`src/hdl/rcss_pkg.sv`:
```
// ----------------------------------------------------------------------------
// rcss_pkg - shared types and constants of the stick setpoint shaper
// Field widths, stick and throttle constants, mode and register codes.
// ----------------------------------------------------------------------------
package rcss_pkg;

	// field widths
	localparam int PULSE_W = 12;
	localparam int MODE_W  = 2;
	localparam int THR_W   = 17;
	localparam int SP_W    = 20;
	localparam int DB_W    = 9;
	localparam int EXPO_W  = 16;
	localparam int ANGLE_W = 8;
	localparam int RATE_W  = 11;
	localparam int CFG_IDX_W  = 2;
	localparam int CFG_DATA_W = 16;

	// width of the value fed to the divide-by-125 unit
	localparam int DIVX_W = 23;
	localparam int Q_W    = 16;

	// pulse constants in microseconds
	localparam logic [PULSE_W-1:0] PULSE_MIN = 12'd1000;
	localparam logic [PULSE_W-1:0] PULSE_MAX = 12'd2000;
	localparam logic [PULSE_W:0]   PULSE_MID = 13'd1500;
	localparam logic [DB_W-1:0]    HALF_SPAN = 9'd500;

	// rounding bias: (a*32768 + 250) / 500 == (a*8192 + 62) / 125
	localparam logic [DIVX_W-1:0] DIV_BIAS = 23'd62;

	// reset values of the registers
	localparam logic [DB_W-1:0]    DB_RST    = 9'd20;
	localparam logic [EXPO_W-1:0]  EXPO_RST  = 16'd22938;
	localparam logic [ANGLE_W-1:0] ANGLE_RST = 8'd45;
	localparam logic [RATE_W-1:0]  RATE_RST  = 11'd400;

	// flight mode codes; code 3 behaves as acro
	typedef enum logic [MODE_W-1:0] {
		MODE_MANUAL = 2'd0,
		MODE_STAB   = 2'd1,
		MODE_ACRO   = 2'd2,
		MODE_ACRO_X = 2'd3
	} flight_mode_t;

	// register index codes
	typedef enum logic [CFG_IDX_W-1:0] {
		REG_DEADBAND = 2'd0,
		REG_EXPO     = 2'd1,
		REG_ANGLE    = 2'd2,
		REG_RATE     = 2'd3
	} cfg_reg_t;

	// per-lane control that rides along with the stick value
	typedef struct packed {
		logic [RATE_W-1:0] scale;  // full-stick scale for this axis
		logic              zero;   // manual mode: force setpoint to zero
	} lane_ctl_t;

endpackage

```
`src/hdl/rcss_div125.sv`:
```
// ----------------------------------------------------------------------------
// rcss_div125 - pipelined divide by 125
// Reciprocal multiply gives a quotient low by at most one; one compare and
// add fixes it. Two register stages.
// ----------------------------------------------------------------------------
module rcss_div125 (
	input  logic                       clk,
	input  logic                       en,
	input  logic [rcss_pkg::DIVX_W-1:0] x,
	output logic [rcss_pkg::Q_W-1:0]    q
);
	import rcss_pkg::*;

	// floor(2^29 / 125)
	localparam int RECIP_SH = 29;
	localparam logic [22:0] RECIP = 23'((64'd1 << RECIP_SH) / 125);
	localparam logic [DIVX_W:0] DIVISOR = 24'd125;

	logic [DIVX_W+22:0] prod;
	logic [DIVX_W-1:0]  x_s2;
	logic [Q_W-1:0]     qe_s2;
	logic [DIVX_W:0]    qmul;
	logic [DIVX_W:0]    rem;

	assign prod = {23'd0, x} * {{DIVX_W{1'b0}}, RECIP};

	// estimate
	always_ff @(posedge clk) begin
		if (en) begin
			x_s2  <= x;
			qe_s2 <= prod[RECIP_SH+Q_W-1:RECIP_SH];
		end
	end

	// remainder check and correction
	assign qmul = {{(DIVX_W+1-Q_W){1'b0}}, qe_s2} * DIVISOR;
	assign rem  = {1'b0, x_s2} - qmul;

	always_ff @(posedge clk) begin
		if (en) begin
			q <= (rem >= DIVISOR) ? qe_s2 + 16'd1 : qe_s2;
		end
	end

endmodule

```
`src/hdl/rcss_throttle.sv`:
```
// ----------------------------------------------------------------------------
// rcss_throttle - throttle pulse to Q1.16 level
// Linear map of 1000..2000 us onto 0..65536 with clamping, delayed to line
// up with the stick lanes (eight register stages).
// ----------------------------------------------------------------------------
module rcss_throttle (
	input  logic                          clk,
	input  logic                          en,
	input  logic [rcss_pkg::PULSE_W-1:0]  pulse,
	output logic [rcss_pkg::THR_W-1:0]    level
);
	import rcss_pkg::*;

	localparam logic [THR_W-1:0] FULL = 17'h10000;

	logic [PULSE_W-1:0] t;
	logic [DIVX_W-1:0]  x_s1;
	logic               lo_s1, hi_s1, lo_s2, hi_s2, lo_s3, hi_s3;
	logic [Q_W-1:0]     q_s3;
	logic [THR_W-1:0]   lvl_s4, lvl_s5, lvl_s6, lvl_s7;

	assign t = pulse - PULSE_MIN;

	// stage 1: offset from the low end, clamp flags
	always_ff @(posedge clk) begin
		if (en) begin
			lo_s1 <= (pulse <= PULSE_MIN);
			hi_s1 <= (pulse >= PULSE_MAX);
			x_s1  <= {t[9:0], 13'd0} + DIV_BIAS;
		end
	end

	// stages 2..3: divide
	rcss_div125 u_div (
		.clk (clk),
		.en  (en),
		.x   (x_s1),
		.q   (q_s3)
	);

	always_ff @(posedge clk) begin
		if (en) begin
			lo_s2 <= lo_s1;
			hi_s2 <= hi_s1;
			lo_s3 <= lo_s2;
			hi_s3 <= hi_s2;
		end
	end

	// stage 4: clamp; stages 5..8 align with the lanes
	always_ff @(posedge clk) begin
		if (en) begin
			if (hi_s3)
				lvl_s4 <= FULL;
			else if (lo_s3)
				lvl_s4 <= '0;
			else
				lvl_s4 <= {1'b0, q_s3};
			lvl_s5 <= lvl_s4;
			lvl_s6 <= lvl_s5;
			lvl_s7 <= lvl_s6;
			level  <= lvl_s7;
		end
	end

endmodule

```
`config.mk`:
```
export PLATFORM = sky130hd
export DESIGN_NAME = rcss_throttle
export DESIGN_NICKNAME = d
export VERILOG_FILES = /design/src/hdl/rcss_pkg.sv /design/src/hdl/rcss_div125.sv /design/src/hdl/rcss_throttle.sv
export SDC_FILE = /design/constraint.sdc
export NUM_CORES = 1
export LEC_CHECK = 0
export ABC_CLOCK_PERIOD_IN_PS = 6300
export BUFFER_PORTS_ARGS = -buffer_cell sky130_fd_sc_hd__buf_4
export CORE_ASPECT_RATIO = 2
export CORE_MARGIN = 2
export CORE_UTILIZATION = 58
export CTS_CLUSTER_DIAMETER = 50
export CTS_CLUSTER_SIZE = 28
export DETAILED_ROUTE_END_ITERATION = 16
export GPL_ROUTABILITY_DRIVEN = 0
export PLACE_DENSITY = 0.88
export SLEW_MARGIN = 20
export SYNTH_ARGS = -nofsm -noshare
export SYNTH_HDL_FRONTEND = slang
export SYNTH_SLANG_ARGS = --single-unit
```
`constraint.sdc`:
```
create_clock -name clk -period 6.3 [get_ports clk]
set_clock_uncertainty 0.15 [all_clocks]
set_input_delay 0.315 -clock clk [delete_from_list [all_inputs] [get_ports clk]]
set_output_delay 0.315 -clock clk [all_outputs]
set_load 0.01 [all_outputs]
```
# Word-level counts from Yosys, hierarchy flattened
# Index checks and enable logic that the tools add are counted.
# word_totals
reg_bits	169
output_inout_bits	17
# classes
addsub	4
multipliers	2
n_lt_le_gt_ge	3
n_mux	1
reduce_logical	1
# ops
cell	count
23-bit by 23-bit multiplier with 45-bit output, second input constant	1
24-bit by 7-bit >= comparator with 1-bit output, second input constant	1
23-bit by 23-bit subtractor with 24-bit output	1
23-bit by 6-bit adder with 23-bit output, second input constant	1
16-bit by 7-bit multiplier with 23-bit output, second input constant	1
16-bit by 1-bit adder with 16-bit output, second input constant	1
16-bit two-way mux	1
12-bit by 11-bit >= comparator with 1-bit output, second input constant	1
12-bit by 10-bit <= comparator with 1-bit output, second input constant	1
10-bit subtractor, second input constant	1
2-bit OR reduction	1

# Longest topological paths before layout
# logic_depth
depth_word	4
depth_mapped	24
ltp_nobuf	24

# Cells and area by module
# From an unflattened synthesis, not the netlist that was laid out.
# hier_totals
hier_cells	1544
hier_area_um2	17300.3
# modules_own_cells
mod	instances	cells_each	area_per_inst_um2	seq_area_each_um2
rcss_div125	1	1400	13984.7	1651.6
rcss_throttle	1	144	3315.7	3032.9

# Worst setup path before layout
# No wires, ideal clock.
# synth_path
kind	register to register
startpoint	reg x_s1[19]
endpoint	reg u_div.qe_s2[14] (data pin)
arrival_ns	5.445
slack_ns	0.447
stages_incl_launch_ff	25
path_buffers	0
period_less_slack_ns	5.853
path_cell_list	edfxtp_1 ha_1 inv_1 fa_1 inv_1 ha_1 inv_1 fa_1 inv_1 ha_1 inv_1 fa_1 inv_1 fa_1 ha_1 a21oi_1 nand2_1 nor3_1 o31a_1 o21ai_0 nand3_1 a21oi_1 a211o_1 a211oi_1 nor2_1
# synth_via
elab_chain_cells	1
# synth_rtl
element	line	text
start, declared	rcss_throttle.sv:17	logic [DIVX_W-1:0] x_s1;
start signal, assigned	rcss_throttle.sv:29	x_s1 <= {t[9:0], 13'd0} + DIV_BIAS;
23-bit by 23-bit multiplier with 45-bit output	rcss_div125.sv:25	assign prod = {23'd0, x} * {{DIVX_W{1'b0}}, RECIP};
via u_div.prod[43]	rcss_div125.sv:19	logic [DIVX_W+22:0] prod;
end signal, assigned	rcss_div125.sv:31	qe_s2 <= prod[RECIP_SH+Q_W-1:RECIP_SH];
end, declared	rcss_div125.sv:21	logic [Q_W-1:0] qe_s2;
# The timed path passes the listed nets, and every way through them passes these cells.
# A chain may end at the register's enable or synchronous reset.

# Final worst setup path
# Same ends and word-level chain as after synthesis.

==> out/metrics.yaml <==
status:
  outcome: "complete, no violations"
worst_setup_path:
  cp.arrival_ns: 6.23
  worst_setup_path_start_kind: "flip-flop"
  critPathTopFamily: "adder cells"
  endpoint_kind: "flip-flop"
  path_buf_inv: 6
  path_cells: "ha_1 -> inv_1 -> fa_1 -> inv_1 -> ha_1 -> inv_1 -> fa_1 -> inv_1 -> ha_1 -> inv_1 -> fa_1 -> inv_1 -> fa_1 -> ha_1 -> a211oi_2 -> o211ai_1 -> nor3_4 -> o31a_1 -> o21ai_0 -> nand3_1 -> a21oi_2 -> a211o_1 -> a211oi_1 -> nor2_1"
  crit_fanout: 3
  path_common_cell: "inv_1"
  worstPathRequired_ns: 6.33
  crit_type: "flip-flop to flip-flop"
  cpMaxStageDelayCell: "fa_1"
  max_stage_delay_ns: 0.55
timing:
  fin_ws_ns: 0.0999
  period_share_pct: 98.4
  setup_viol: 0
  period_needed_ns: 6.20
  drv_slew: 0
  tightest_slew_ns: 1.10
  relSlewSlack_pct: 26.2
  setup_tns_ns: 0
  hold_viol_final: 0
  fmax_mhz: 161
floorplanning:
  die_h_um: 211
  num_rows: 75
  pin_count: 31
  die-area_um2: 22800
  core_um2: 21000
  start_util_pct: 59.3
  die_w_um: 108
synthesis:
  synth_seq_cells: 143
  ys_seq_area_share_pct: 34.4
  synthCells: 1056
  postSynthNetCount: 1422
  synth_edf_count: 143
  ys_warn_count: 0
  async_flop_share_pct: 0
  ys.flop_type: "edfxtp_1"
  ys_types: 56
  syn_area_um2: 12500
  synth_area_per_cell_um2: 11.8
drt:
  via_per_inst: 5.66
  vias: 8144
  drcViolationCount: 0
  wirelength_mm: 27.9
  wire_per_inst_um: 19.3
  drt_iter0_markers: 351
  drtAntennaViolNets: 0
  drt_pass1_iterations: 5
global_routing:
  grt_pass1_wl_mm: 43.9
  track_usage_pct: 25.9
  grt_max_degree: 81
  met1_usage_pct: 22.7
  antenna_found_initial: 0
  gr-usage-met3_pct: 4.46
  first_global_vias: 8969
  grt-busiest-layer: "met2"
  grt-ovfl-total: 0
  gr-usage-met2_pct: 50.0
clock_tree:
  clk_pin_slew_ns: 0.06
  clockBufferDepth: 2
  cts_sinks: 143
  tritoncts: "built"
  h-tree-depth: 4
  cts_made_buffers: 17
  clk_latency_ns: 0.43
  cts_root_buffer: "clkbuf_16"
cells_and_area:
  ff_latch_area_um2: 4290
  fillers: 1439
  final_cell_mix: "inv_1, ha_1, edfxtp_1"
  layout-drive-gt1-share_pct: 13.2
  insertedDiodeCount: 0
  multi_input_area_um2: 7170
  fin_nets: 1524
  area_growth_pct: 13.3
  final_common_cell: "inv_1"
placement:
  post-place-ws_ns: 0.101
  portBuffers: 30
  dp_hpwl_mm: 21.3
job:
  cap_violations: 0
min_path:
  hold_path_class: "input pin to flip-flop"
flip-flops by register name, indices dropped and copies added (netlist names), 10 cells and up:
name         flops
u_div.q         16
lvl_s6          17
u_div.qe_s2     16
x_s1            10
u_div.x_s2      10
lvl_s4          17
lvl_s7          17
level           17
lvl_s5          17
worst register-to-register path, stage by stage (launching register included):
cell and delay (ns):
edfxtp_1 0.40, ha_1 0.30, inv_1 0.05, fa_1 0.49, inv_1 0.05, ha_1 0.26, inv_1 0.05, fa_1 0.50
inv_1 0.05, ha_1 0.27, inv_1 0.07, fa_1 0.55, inv_1 0.08, fa_1 0.45, ha_1 0.23, a211oi_2 0.32
o211ai_1 0.21, nor3_4 0.26, o31a_1 0.17, o21ai_0 0.11, nand3_1 0.17, a21oi_2 0.09, a211o_1 0.31, a211oi_1 0.27
nor2_1 0.09
kinds of logic (layout without fill, tap and decap cells):
kind of cell	count (synthesis)	after routing	share of synthesized area, %
multiplexers	2	2	0.161
XOR/XNOR	41	41	2.88
buffers and inverters	279	394	8.57
AO/OA/AOI/OAI	113	113	6.27
AND/OR/NAND/NOR	126	126	5.45
adder cells (fa/ha/maj)	352	352	42.2
flip-flops	143	143	34.4
area by class of cell:
cell class | instances | share of cell area, %
Clock buffer | 18 | 3.04
Clock inverter | 14 | 1.10
Inverter | 268 | 7.23
Multi-Input combinational cell | 634 | 50.8
Sequential cell | 143 | 30.4
Tap cell | 269 | 2.38
Timing Repair Buffer | 94 | 5.11
synth_stat cells (3+ instances only):
| cell | number | area share (%) |
|---|---|---|
| a211o_1 | 4 | 0.28 |
| a211oi_1 | 6 | 0.36 |
| a21o_1 | 11 | 0.66 |
| a21oi_1 | 32 | 1.3 |
| and2_1 | 19 | 0.95 |
| and3_1 | 8 | 0.40 |
| buf_2 | 5 | 0.20 |
| clkbuf_1 | 3 | 0.090 |
| edfxtp_1 | 143 | 34 |
| fa_1 | 115 | 18 |
| ha_1 | 237 | 24 |
| inv_1 | 268 | 8.1 |
| nand2_1 | 19 | 0.57 |
| nand2_2 | 4 | 0.20 |
| nand3_1 | 9 | 0.36 |
| nand3_2 | 3 | 0.24 |
| nand4_1 | 13 | 0.65 |
| nor2_1 | 27 | 0.81 |
| nor2b_1 | 3 | 0.15 |
| nor3_1 | 8 | 0.32 |
| nor3b_1 | 3 | 0.18 |
| o2111ai_1 | 3 | 0.21 |
| o211ai_1 | 3 | 0.18 |
| o21a_1 | 9 | 0.54 |
| o21ai_0 | 12 | 0.48 |
| o21ai_1 | 6 | 0.24 |
| o22ai_1 | 5 | 0.25 |
| o31a_1 | 4 | 0.28 |
| xnor2_1 | 35 | 2.5 |
| xor2_1 | 6 | 0.42 |
path summary, 6_finish.rpt:
kind                            from                   endpoint  slack (ns)  depth (start not counted)
min reg2reg  lvl_s4[7]$_SDFFCE_PP0P_        lvl_s5[7]$_DFFE_PP_        0.27                          0
min                         pulse[9]         x_s1[22]$_DFFE_PP_        0.04                          2
max reg2reg       x_s1[19]$_DFFE_PP_  u_div.qe_s2[14]$_DFFE_PP_         0.1                         24
max               x_s1[19]$_DFFE_PP_  u_div.qe_s2[14]$_DFFE_PP_         0.1                         24
per-layer routing:
metal  part of all wire (%)  vias to the layer above
met2                     57                      293
li1                       -                     3704
met1                     30                     3983
met3                    3.7                      164
met5                      0                        -
met4                    9.1                        0
stage by stage:
step / hold WS (ns) / cells / area, um^2 / util, %
after floorplan: 0.250 / 1056 / 12500 / -
after global placement: 0.251 / 1385 / 13300 / 63.2
after detailed placement: 0.255 / 1385 / 13300 / 63.2
after CTS: 0.0223 / 1422 / 13900 / 66.2
after global routing: 0.0228 / 1440 / 14100 / 67.2
final: 0.0428 / 1440 / 14100 / 67.2
timing repair:
action,CTS,global route
endpoints found under the hold margin,5,0
setup buffers,0,18
hold buffers,5,0
endpoints found under the setup margin,0,23
gates resized for setup,0,22
Power is not shown: default switching activity piles up to over one toggle a cycle in this logic, so the estimate is an artifact.
