$ cat src/hdl/rcss_pkg.sv
// ----------------------------------------------------------------------------
// rcss_pkg - shared types and constants of the stick setpoint shaper
// Field widths, stick and throttle constants, mode and register codes.
// ----------------------------------------------------------------------------
package rcss_pkg;

	// field widths
	localparam int PULSE_W = 12;
	localparam int MODE_W  = 2;
	localparam int THR_W   = 17;
	localparam int SP_W    = 20;
	localparam int DB_W    = 9;
	localparam int EXPO_W  = 16;
	localparam int ANGLE_W = 8;
	localparam int RATE_W  = 11;
	localparam int CFG_IDX_W  = 2;
	localparam int CFG_DATA_W = 16;

	// width of the value fed to the divide-by-125 unit
	localparam int DIVX_W = 23;
	localparam int Q_W    = 16;

	// pulse constants in microseconds
	localparam logic [PULSE_W-1:0] PULSE_MIN = 12'd1000;
	localparam logic [PULSE_W-1:0] PULSE_MAX = 12'd2000;
	localparam logic [PULSE_W:0]   PULSE_MID = 13'd1500;
	localparam logic [DB_W-1:0]    HALF_SPAN = 9'd500;

	// rounding bias: (a*32768 + 250) / 500 == (a*8192 + 62) / 125
	localparam logic [DIVX_W-1:0] DIV_BIAS = 23'd62;

	// reset values of the registers
	localparam logic [DB_W-1:0]    DB_RST    = 9'd20;
	localparam logic [EXPO_W-1:0]  EXPO_RST  = 16'd22938;
	localparam logic [ANGLE_W-1:0] ANGLE_RST = 8'd45;
	localparam logic [RATE_W-1:0]  RATE_RST  = 11'd400;

	// flight mode codes; code 3 behaves as acro
	typedef enum logic [MODE_W-1:0] {
		MODE_MANUAL = 2'd0,
		MODE_STAB   = 2'd1,
		MODE_ACRO   = 2'd2,
		MODE_ACRO_X = 2'd3
	} flight_mode_t;

	// register index codes
	typedef enum logic [CFG_IDX_W-1:0] {
		REG_DEADBAND = 2'd0,
		REG_EXPO     = 2'd1,
		REG_ANGLE    = 2'd2,
		REG_RATE     = 2'd3
	} cfg_reg_t;

	// per-lane control that rides along with the stick value
	typedef struct packed {
		logic [RATE_W-1:0] scale;  // full-stick scale for this axis
		logic              zero;   // manual mode: force setpoint to zero
	} lane_ctl_t;

endpackage

$ cat src/hdl/rcss_div125.sv
// ----------------------------------------------------------------------------
// rcss_div125 - pipelined divide by 125
// Reciprocal multiply gives a quotient low by at most one; one compare and
// add fixes it. Two register stages.
// ----------------------------------------------------------------------------
module rcss_div125 (
	input  logic                       clk,
	input  logic                       en,
	input  logic [rcss_pkg::DIVX_W-1:0] x,
	output logic [rcss_pkg::Q_W-1:0]    q
);
	import rcss_pkg::*;

	// floor(2^29 / 125)
	localparam int RECIP_SH = 29;
	localparam logic [22:0] RECIP = 23'((64'd1 << RECIP_SH) / 125);
	localparam logic [DIVX_W:0] DIVISOR = 24'd125;

	logic [DIVX_W+22:0] prod;
	logic [DIVX_W-1:0]  x_s2;
	logic [Q_W-1:0]     qe_s2;
	logic [DIVX_W:0]    qmul;
	logic [DIVX_W:0]    rem;

	assign prod = {23'd0, x} * {{DIVX_W{1'b0}}, RECIP};

	// estimate
	always_ff @(posedge clk) begin
		if (en) begin
			x_s2  <= x;
			qe_s2 <= prod[RECIP_SH+Q_W-1:RECIP_SH];
		end
	end

	// remainder check and correction
	assign qmul = {{(DIVX_W+1-Q_W){1'b0}}, qe_s2} * DIVISOR;
	assign rem  = {1'b0, x_s2} - qmul;

	always_ff @(posedge clk) begin
		if (en) begin
			q <= (rem >= DIVISOR) ? qe_s2 + 16'd1 : qe_s2;
		end
	end

endmodule

$ cat src/hdl/rcss_lane.sv
// ----------------------------------------------------------------------------
// rcss_lane - one stick axis
// Center, deadband, normalize to Q1.15, cubic expo, scale to Q12.8.
// Eight register stages from the pulse to the signed setpoint.
// ----------------------------------------------------------------------------
module rcss_lane (
	input  logic                           clk,
	input  logic                           en,
	input  logic [rcss_pkg::PULSE_W-1:0]   pulse,
	input  rcss_pkg::lane_ctl_t            ctl,
	input  logic [rcss_pkg::DB_W-1:0]      deadband,
	input  logic [rcss_pkg::EXPO_W-1:0]    expo,
	output logic signed [rcss_pkg::SP_W-1:0] setpoint
);
	import rcss_pkg::*;

	localparam logic [30:0] ONE_Q30 = 31'h4000_0000;

	// stage 1: center, magnitude, deadband, saturation
	logic signed [PULSE_W:0] v;
	logic [PULSE_W-1:0]      a_full;
	logic [DB_W-1:0]         a_lim;
	logic                    neg_s1;
	lane_ctl_t               ctl_s1;
	logic [DIVX_W-1:0]       x_s1;

	assign v      = $signed({1'b0, pulse}) - $signed(PULSE_MID);
	assign a_full = v[PULSE_W] ? PULSE_W'(-v) : v[PULSE_W-1:0];

	always_comb begin
		if (a_full < {3'd0, deadband})
			a_lim = '0;
		else if (a_full > {3'd0, HALF_SPAN})
			a_lim = HALF_SPAN;
		else
			a_lim = a_full[DB_W-1:0];
	end

	always_ff @(posedge clk) begin
		if (en) begin
			neg_s1 <= v[PULSE_W];
			ctl_s1 <= ctl;
			x_s1   <= {1'b0, a_lim, 13'd0} + DIV_BIAS;
		end
	end

	// stages 2..3: normalized magnitude m = x / 125
	logic [Q_W-1:0] m_s3;
	logic           neg_s2, neg_s3;
	lane_ctl_t      ctl_s2, ctl_s3;

	rcss_div125 u_div (
		.clk (clk),
		.en  (en),
		.x   (x_s1),
		.q   (m_s3)
	);

	always_ff @(posedge clk) begin
		if (en) begin
			neg_s2 <= neg_s1;
			ctl_s2 <= ctl_s1;
			neg_s3 <= neg_s2;
			ctl_s3 <= ctl_s2;
		end
	end

	// stage 4: d = 1 - m^2 in Q1.30
	logic [31:0]    msq;
	logic [30:0]    d_s4;
	logic [Q_W-1:0] m_s4;
	logic           neg_s4;
	lane_ctl_t      ctl_s4;

	assign msq = m_s3 * m_s3;

	always_ff @(posedge clk) begin
		if (en) begin
			d_s4   <= ONE_Q30 - msq[30:0];
			m_s4   <= m_s3;
			neg_s4 <= neg_s3;
			ctl_s4 <= ctl_s3;
		end
	end

	// stage 5: f = 1 - E*d
	logic [46:0]    ed;
	logic [30:0]    f_s5;
	logic [Q_W-1:0] m_s5;
	logic           neg_s5;
	lane_ctl_t      ctl_s5;

	assign ed = {15'd0, d_s4} * {31'd0, expo};

	always_ff @(posedge clk) begin
		if (en) begin
			f_s5   <= ONE_Q30 - ed[46:16];
			m_s5   <= m_s4;
			neg_s5 <= neg_s4;
			ctl_s5 <= ctl_s4;
		end
	end

	// stage 6: y = m * f, back to Q1.15
	logic [46:0]    mf;
	logic [Q_W-1:0] y_s6;
	logic           neg_s6;
	lane_ctl_t      ctl_s6;

	assign mf = {31'd0, m_s5} * {16'd0, f_s5};

	always_ff @(posedge clk) begin
		if (en) begin
			y_s6   <= mf[45:30];
			neg_s6 <= neg_s5;
			ctl_s6 <= ctl_s5;
		end
	end

	// stage 7: magnitude in Q12.8, round half up
	logic [26:0]     ys;
	logic [27:0]     ys_rnd;
	logic [SP_W-1:0] mag_s7;
	logic            neg_s7;
	logic            zero_s7;

	assign ys     = {11'd0, y_s6} * {16'd0, ctl_s6.scale};
	assign ys_rnd = {1'b0, ys} + 28'd64;

	always_ff @(posedge clk) begin
		if (en) begin
			mag_s7  <= ys_rnd[26:7];
			neg_s7  <= neg_s6;
			zero_s7 <= ctl_s6.zero;
		end
	end

	// stage 8: apply sign, manual mode forces zero
	always_ff @(posedge clk) begin
		if (en) begin
			if (zero_s7)
				setpoint <= '0;
			else if (neg_s7)
				setpoint <= $signed(-mag_s7);
			else
				setpoint <= $signed(mag_s7);
		end
	end

endmodule

$ cat config.mk
export PLATFORM = sky130hd
export DESIGN_NAME = rcss_lane
export DESIGN_NICKNAME = d
export VERILOG_FILES = /design/src/hdl/rcss_pkg.sv /design/src/hdl/rcss_div125.sv /design/src/hdl/rcss_lane.sv
export SDC_FILE = /design/constraint.sdc
export NUM_CORES = 2
export LEC_CHECK = 0
export BUFFER_PORTS_ARGS = -buffer_cell sky130_fd_sc_hd__buf_2
export CAP_MARGIN = 20
export CORE_MARGIN = 2
export CORE_UTILIZATION = 44
export DETAILED_ROUTE_END_ITERATION = 10
export MAX_ROUTING_LAYER = met4
export SLEW_MARGIN = 30
export SYNTH_ARGS = -nofsm -noshare
export SYNTH_HDL_FRONTEND = slang
export SYNTH_SLANG_ARGS = --single-unit
$ cat constraint.sdc
create_clock -name clk -period 6.85 [get_ports clk]
set_input_delay 0.3425 -clock clk [delete_from_list [all_inputs] [get_ports clk]]
set_output_delay 0.3425 -clock clk [all_outputs]
set_load 0.02 [all_outputs]
# == After elaboration in Yosys (flattened, before gate mapping) ==
# Index checks and enable logic that the tools add are counted.
# totals
register_bits,308
latch_bits,0
ram_bits,0
mem_bits_ro,0
memories,0
# classes
n_addsub,9
multipliers,6
n_div,0
magnitude_cmp,3
n_eq_ne,0
shift,0
muxes,5
n_bitwise,0
n_reduce_logical,0
# op_table
op,n
$sub A31 B31 Y31 const A,2
$mul A31 B16 Y47,1
$mul A16 B31 Y46,1
$mul A23 B23 Y45 const B,1
$mul A16 B16 Y31,1
$add A27 B7 Y27 const B,1
$mul A16 B11 Y27,1
$ge A24 B7 Y1 const B,1
$sub A23 B23 Y24,1
$add A22 B6 Y23 const B,1
$mul A16 B7 Y23 const B,1
$mux W20,1
$neg A20 Y20,1
$mux W9,2
$add A16 B1 Y16 const B,1
$mux W16,1
$sub A12 B11 Y13 const B,1
$gt A12 B9 Y1 const B,1
$lt A12 B9 Y1,1
$mux W12,1
$neg A12 Y12,1

# == Longest topological paths before layout ==
# logic_depth
word_depth,7
depth_mapped,31
ltp_nobuf,27

# == Hierarchy ==
# Synthesis repeated with hierarchy kept, for this count alone.
# unflattened
hier_cells,6807
area_unflattened_um2,65681.7
# by_module_without_submodules
mod,instances,cells_each,area_per_inst_um2
rcss_lane,1,5382,51554.4
rcss_div125,1,1425,14127.3

# == Least setup slack after synthesis ==
# OpenSTA, ideal clock, no wires.
# synth_timing
path_kind,input port to flip-flop
start,in expo[9] in the netlist's numbering
end,reg f_s5[30] (data pin)
setup_time_ns,0.260
arrival_time_ns,7.139
required_ns,6.590
slack_ns,-0.549
cell_stages,25
cell_sequence,clkbuf_1 -> buf_1 -> nand2_1 -> fa_1 -> fa_1 -> fa_1 -> inv_1 -> fa_1 -> fa_1 -> inv_1 -> fa_1 -> inv_1 -> ha_1 -> and4_1 -> nor4b_1 -> a32o_1 -> a21oi_1 -> a21oi_1 -> xnor2_1 -> or3b_4 -> nor4_4 -> nand4_2 -> mux2_4 -> a221oi_2 -> xnor2_1
# synth_via
elab_chain_cells,2
# synth_lines
item,line,source
"start, declared",rcss_lane.sv:12,"input logic [rcss_pkg::EXPO_W-1:0] expo,"
$mul A31 B16 Y47,rcss_lane.sv:93,"assign ed = {15'd0, d_s4} * {31'd0, expo};"
$sub A31 B31 Y31,rcss_lane.sv:97,f_s5 <= ONE_Q30 - ed[46:16];
"end signal, assigned",rcss_lane.sv:97,
"end, declared",rcss_lane.sv:88,logic [30:0] f_s5;
# Every way passes these cells.
# A chain may end at the register's enable or synchronous reset.

# == Final worst setup path ==
# layout_timing
start,reg d_s4[6]
end,reg f_s5[30] (data pin)
# layout_via
elab_chain_cells,2
# layout_lines
item,line,source
"start, declared",rcss_lane.sv:70,logic [30:0] d_s4;
"start signal, assigned",rcss_lane.sv:79,d_s4 <= ONE_Q30 - msq[30:0];
$mul A31 B16 Y47,rcss_lane.sv:93,
$sub A31 B31 Y31,rcss_lane.sv:97,
# Every way passes these cells.

==> impl_metrics.csv <==
group,metric,value,unit
outcome,violations,"negative setup slack",
detailed_routing,wl_per_cell,16.61,microns
timing,slew_headroom,36.59,%
grt,antenna_found_initial,3,
timing,rsz0062_at_grt,"true",
detailed_routing,routed_wirelength,141300,microns
detailed_routing,via_per_inst,4.981,
clocking,cts.sinks,278,
detailed_routing,drc,0,
timing,finalClockSkew,0.03792,ns
placed_design,place_area,66460,sq um
detailed_routing,vias,42370,
min_path,whs_path_depth,3,
worst_setup_path,cp-start-kind,"flop",
floorplan,initial_core_util,44.44,%
floorplan,num_io_pins,71,
timing,slew_viol_final,0,
clocking,root_buffer,"clkbuf_16",
grt,grt_pass1_vias,46720,
clocking,path_clk_slew,0.05,ns
yosys,yosysUniqueCellTypes,90,
detailed_routing,drt_pass1_iterations,6,
placed_design,portBuffers,70,
cells_and_area,syn_to_final_growth,14.81,%
outcome,status,"finished with violations",
timing,fmax,137.2,MHz
detailed_routing,final_antenna_net_count,0,
floorplan,die_y,374.1,microns
cells_and_area,final_core_util,51.02,%
yosys,async_reset_ff_share,0,%
grt,grt_usage,21.78,%
grt,grt.overflow.total,0,
cells_and_area,nets,8617,
timing,period_share,106.4,%
clocking,htreeDepth,2,
yosys,synth_area,60270,sq um
timing,worst_pin_slew,0.9512,ns
timing,setup_viol,19,
clocking,cts_made_buffers,36,
yosys,ys_ff_latch,278,
cells_and_area,num-fill-cells,12440,
timing,hold_slack,0.1378,ns
yosys,synth_edf_count,278,
worst_setup_path,criticalPathCategory,"reg2reg",
yosys,avgSynthCellArea,9.693,sq um
worst_setup_path,endpoint_kind,"flop",
yosys,seq_area_frac_synth,13.85,%
clocking,cts_tree,"yes",
worst_setup_path,worstPathRequired,7.18,ns
placed_design,hpwl,119400,microns
worst_setup_path,crit_fanout,13,
worst_setup_path,worstPathArrival,7.62,ns
clocking,max-clock-path-buffers,3,
cells_and_area,drive_gt1_share,13.77,%
yosys,synthFlopType,"edfxtp_1",
yosys,synth_fp_nets,8134,
job,drv_cap,0,
floorplan,fp.dieW,374.1,microns
timing,hold_viol,0,
grt,grt_max_degree,109,
grt,grt_pass1_wl,240100,microns
yosys,ys_warn_count,0,
detailed_routing,drt_iter0_drc,2203,
timing,tns,-3.301,ns
worst_setup_path,r2r_cells,26,
timing,worst_slack,-0.4369,ns
cells_and_area,layout_commonest_cell,"inv_1",
floorplan,die_area,140000,sq um
floorplan,rows,135,
cells_and_area,layout_common_cells,"1434 x inv_1, 1198 x fa_1, 922 x nand2_1",
timing,post-route-min-period,7.287,ns
floorplan,core,135600,sq um
placed_design,gp_routability_congestion,0.9003,
clocking,clk_latency,0.60,ns
min_path,hold_path_class,"in2reg",
yosys,synth_cells,6218,
cells_and_area,stdcell_area,69200,sq um
==> through the flow <==
step,std cells,worst slack [ns]
6_report,8506,-0.4369
3_3_place_gp,8364,-0.5597
5_1_grt,8506,-0.7133
4_1_cts,8472,-0.4351
2_1_floorplan,6218,-0.3024
3_5_place_dp,8364,-0.6622
==> cell usage after synthesis (11+ instances only) <==
master,n,area share (%)
a31oi_1,13,0.13
and2_1,443,4.6
o21ai_0,67,0.56
nor2_1,139,0.87
inv_1,1451,9.0
o211ai_1,11,0.14
and3_1,20,0.21
o21a_1,26,0.32
nor4_1,12,0.12
nand3_1,43,0.36
nand2_1,930,5.8
ha_1,649,13
nor2b_1,22,0.23
a211oi_1,16,0.20
edfxtp_1,278,14
nor3_1,29,0.24
fa_1,1216,40
a21o_1,71,0.88
a21oi_1,122,1.0
clkbuf_1,211,1.3
nand2b_1,31,0.32
o21bai_1,20,0.25
xnor2_1,119,1.7
xor2_1,67,0.97
nand4_1,28,0.29
==> worst max-delay path, stage by stage (launching register included) <==
cell and delay, ns:
edfxtp_1 0.41, buf_12 0.17, and2_1 0.16, fa_1 0.53, inv_1 0.05, fa_1 0.40
fa_2 0.40, fa_1 0.50, inv_1 0.06, fa_1 0.55, inv_2 0.04, fa_1 0.48
inv_2 0.04, ha_4 0.25, a21oi_4 0.17, nand2_2 0.07, or3b_4 0.44, a21o_1 0.21
xnor2_2 0.19, ha_2 0.20, and3_4 0.18, nand4b_1 0.22, nor4_4 0.38, nand4_2 0.18
mux2_4 0.32, a221oi_4 0.28, xnor2_1 0.10
==> sequential cells by signal (all words and copies together), names as in the netlist, 9 cells and up <==
name         cells
u_div.qe_s2     16
u_div.q         16
x_s1             9
ctl_s4          12
d_s4            30
ctl_s1          12
ctl_s5          12
mag_s7          20
m_s5            16
y_s6            16
u_div.x_s2       9
ctl_s3          12
m_s4            15
ctl_s6          12
f_s5            31
setpoint        20
ctl_s2          12
==> cell type report <==
type                            instances  area [sq um]  area share (%)
Clock inverter                         19         242.7          0.3508
Antenna cell                            1         2.502        0.003616
Tap cell                             1781          2228           3.220
Inverter                             1451          5454           7.882
Sequential cell                       278          8348           12.06
Multi-Input combinational cell       4261         46550           67.27
Clock buffer                           42         965.9           1.396
Timing Repair Buffer                  673          5408           7.815
==> logic make-up after synthesis <==
kind of cell,count (synthesis),synth area share (%)
AO/OA/AOI/OAI,438,4.916
XOR/XNOR,186,2.703
adder cells (fa/ha/maj),1865,53.86
buffers and inverters,1679,10.53
flip-flops,278,13.85
multiplexers,12,0.2138
AND/OR/NAND/NOR,1760,13.93
==> path summary, 6_finish.rpt <==
kind              startpoint        end  slack (ns)
hold reg to reg    ctl_s3[6]  ctl_s4[6]        0.42
hold / removal      pulse[0]   x_s1[13]        0.14
setup / recovery     d_s4[6]   f_s5[30]       -0.44
setup reg to reg     d_s4[6]   f_s5[30]       -0.44
==> repair_timing <==
item / 4_1_cts / 5_1_grt
endpoints found under the hold margin: 12 / 0
setup buffers: 36 / 32
resized for setup: 97 / 102
pin swaps: 57 / 67
hold buffers: 12 / 0
gates cloned: 0 / 1
setup endpoints to repair: 24 / 42
==> layer usage <==
layer	global-route usage (%)	share of wire (%)
met3	1.986	4.0
met2	37.86	51
met4	5.278	2.5
met5	-	0
met1	27.45	43
Power is left out: the tool's default activity adds up to more than one toggle a clock period on the data nets, which glitch-free logic cannot reach.
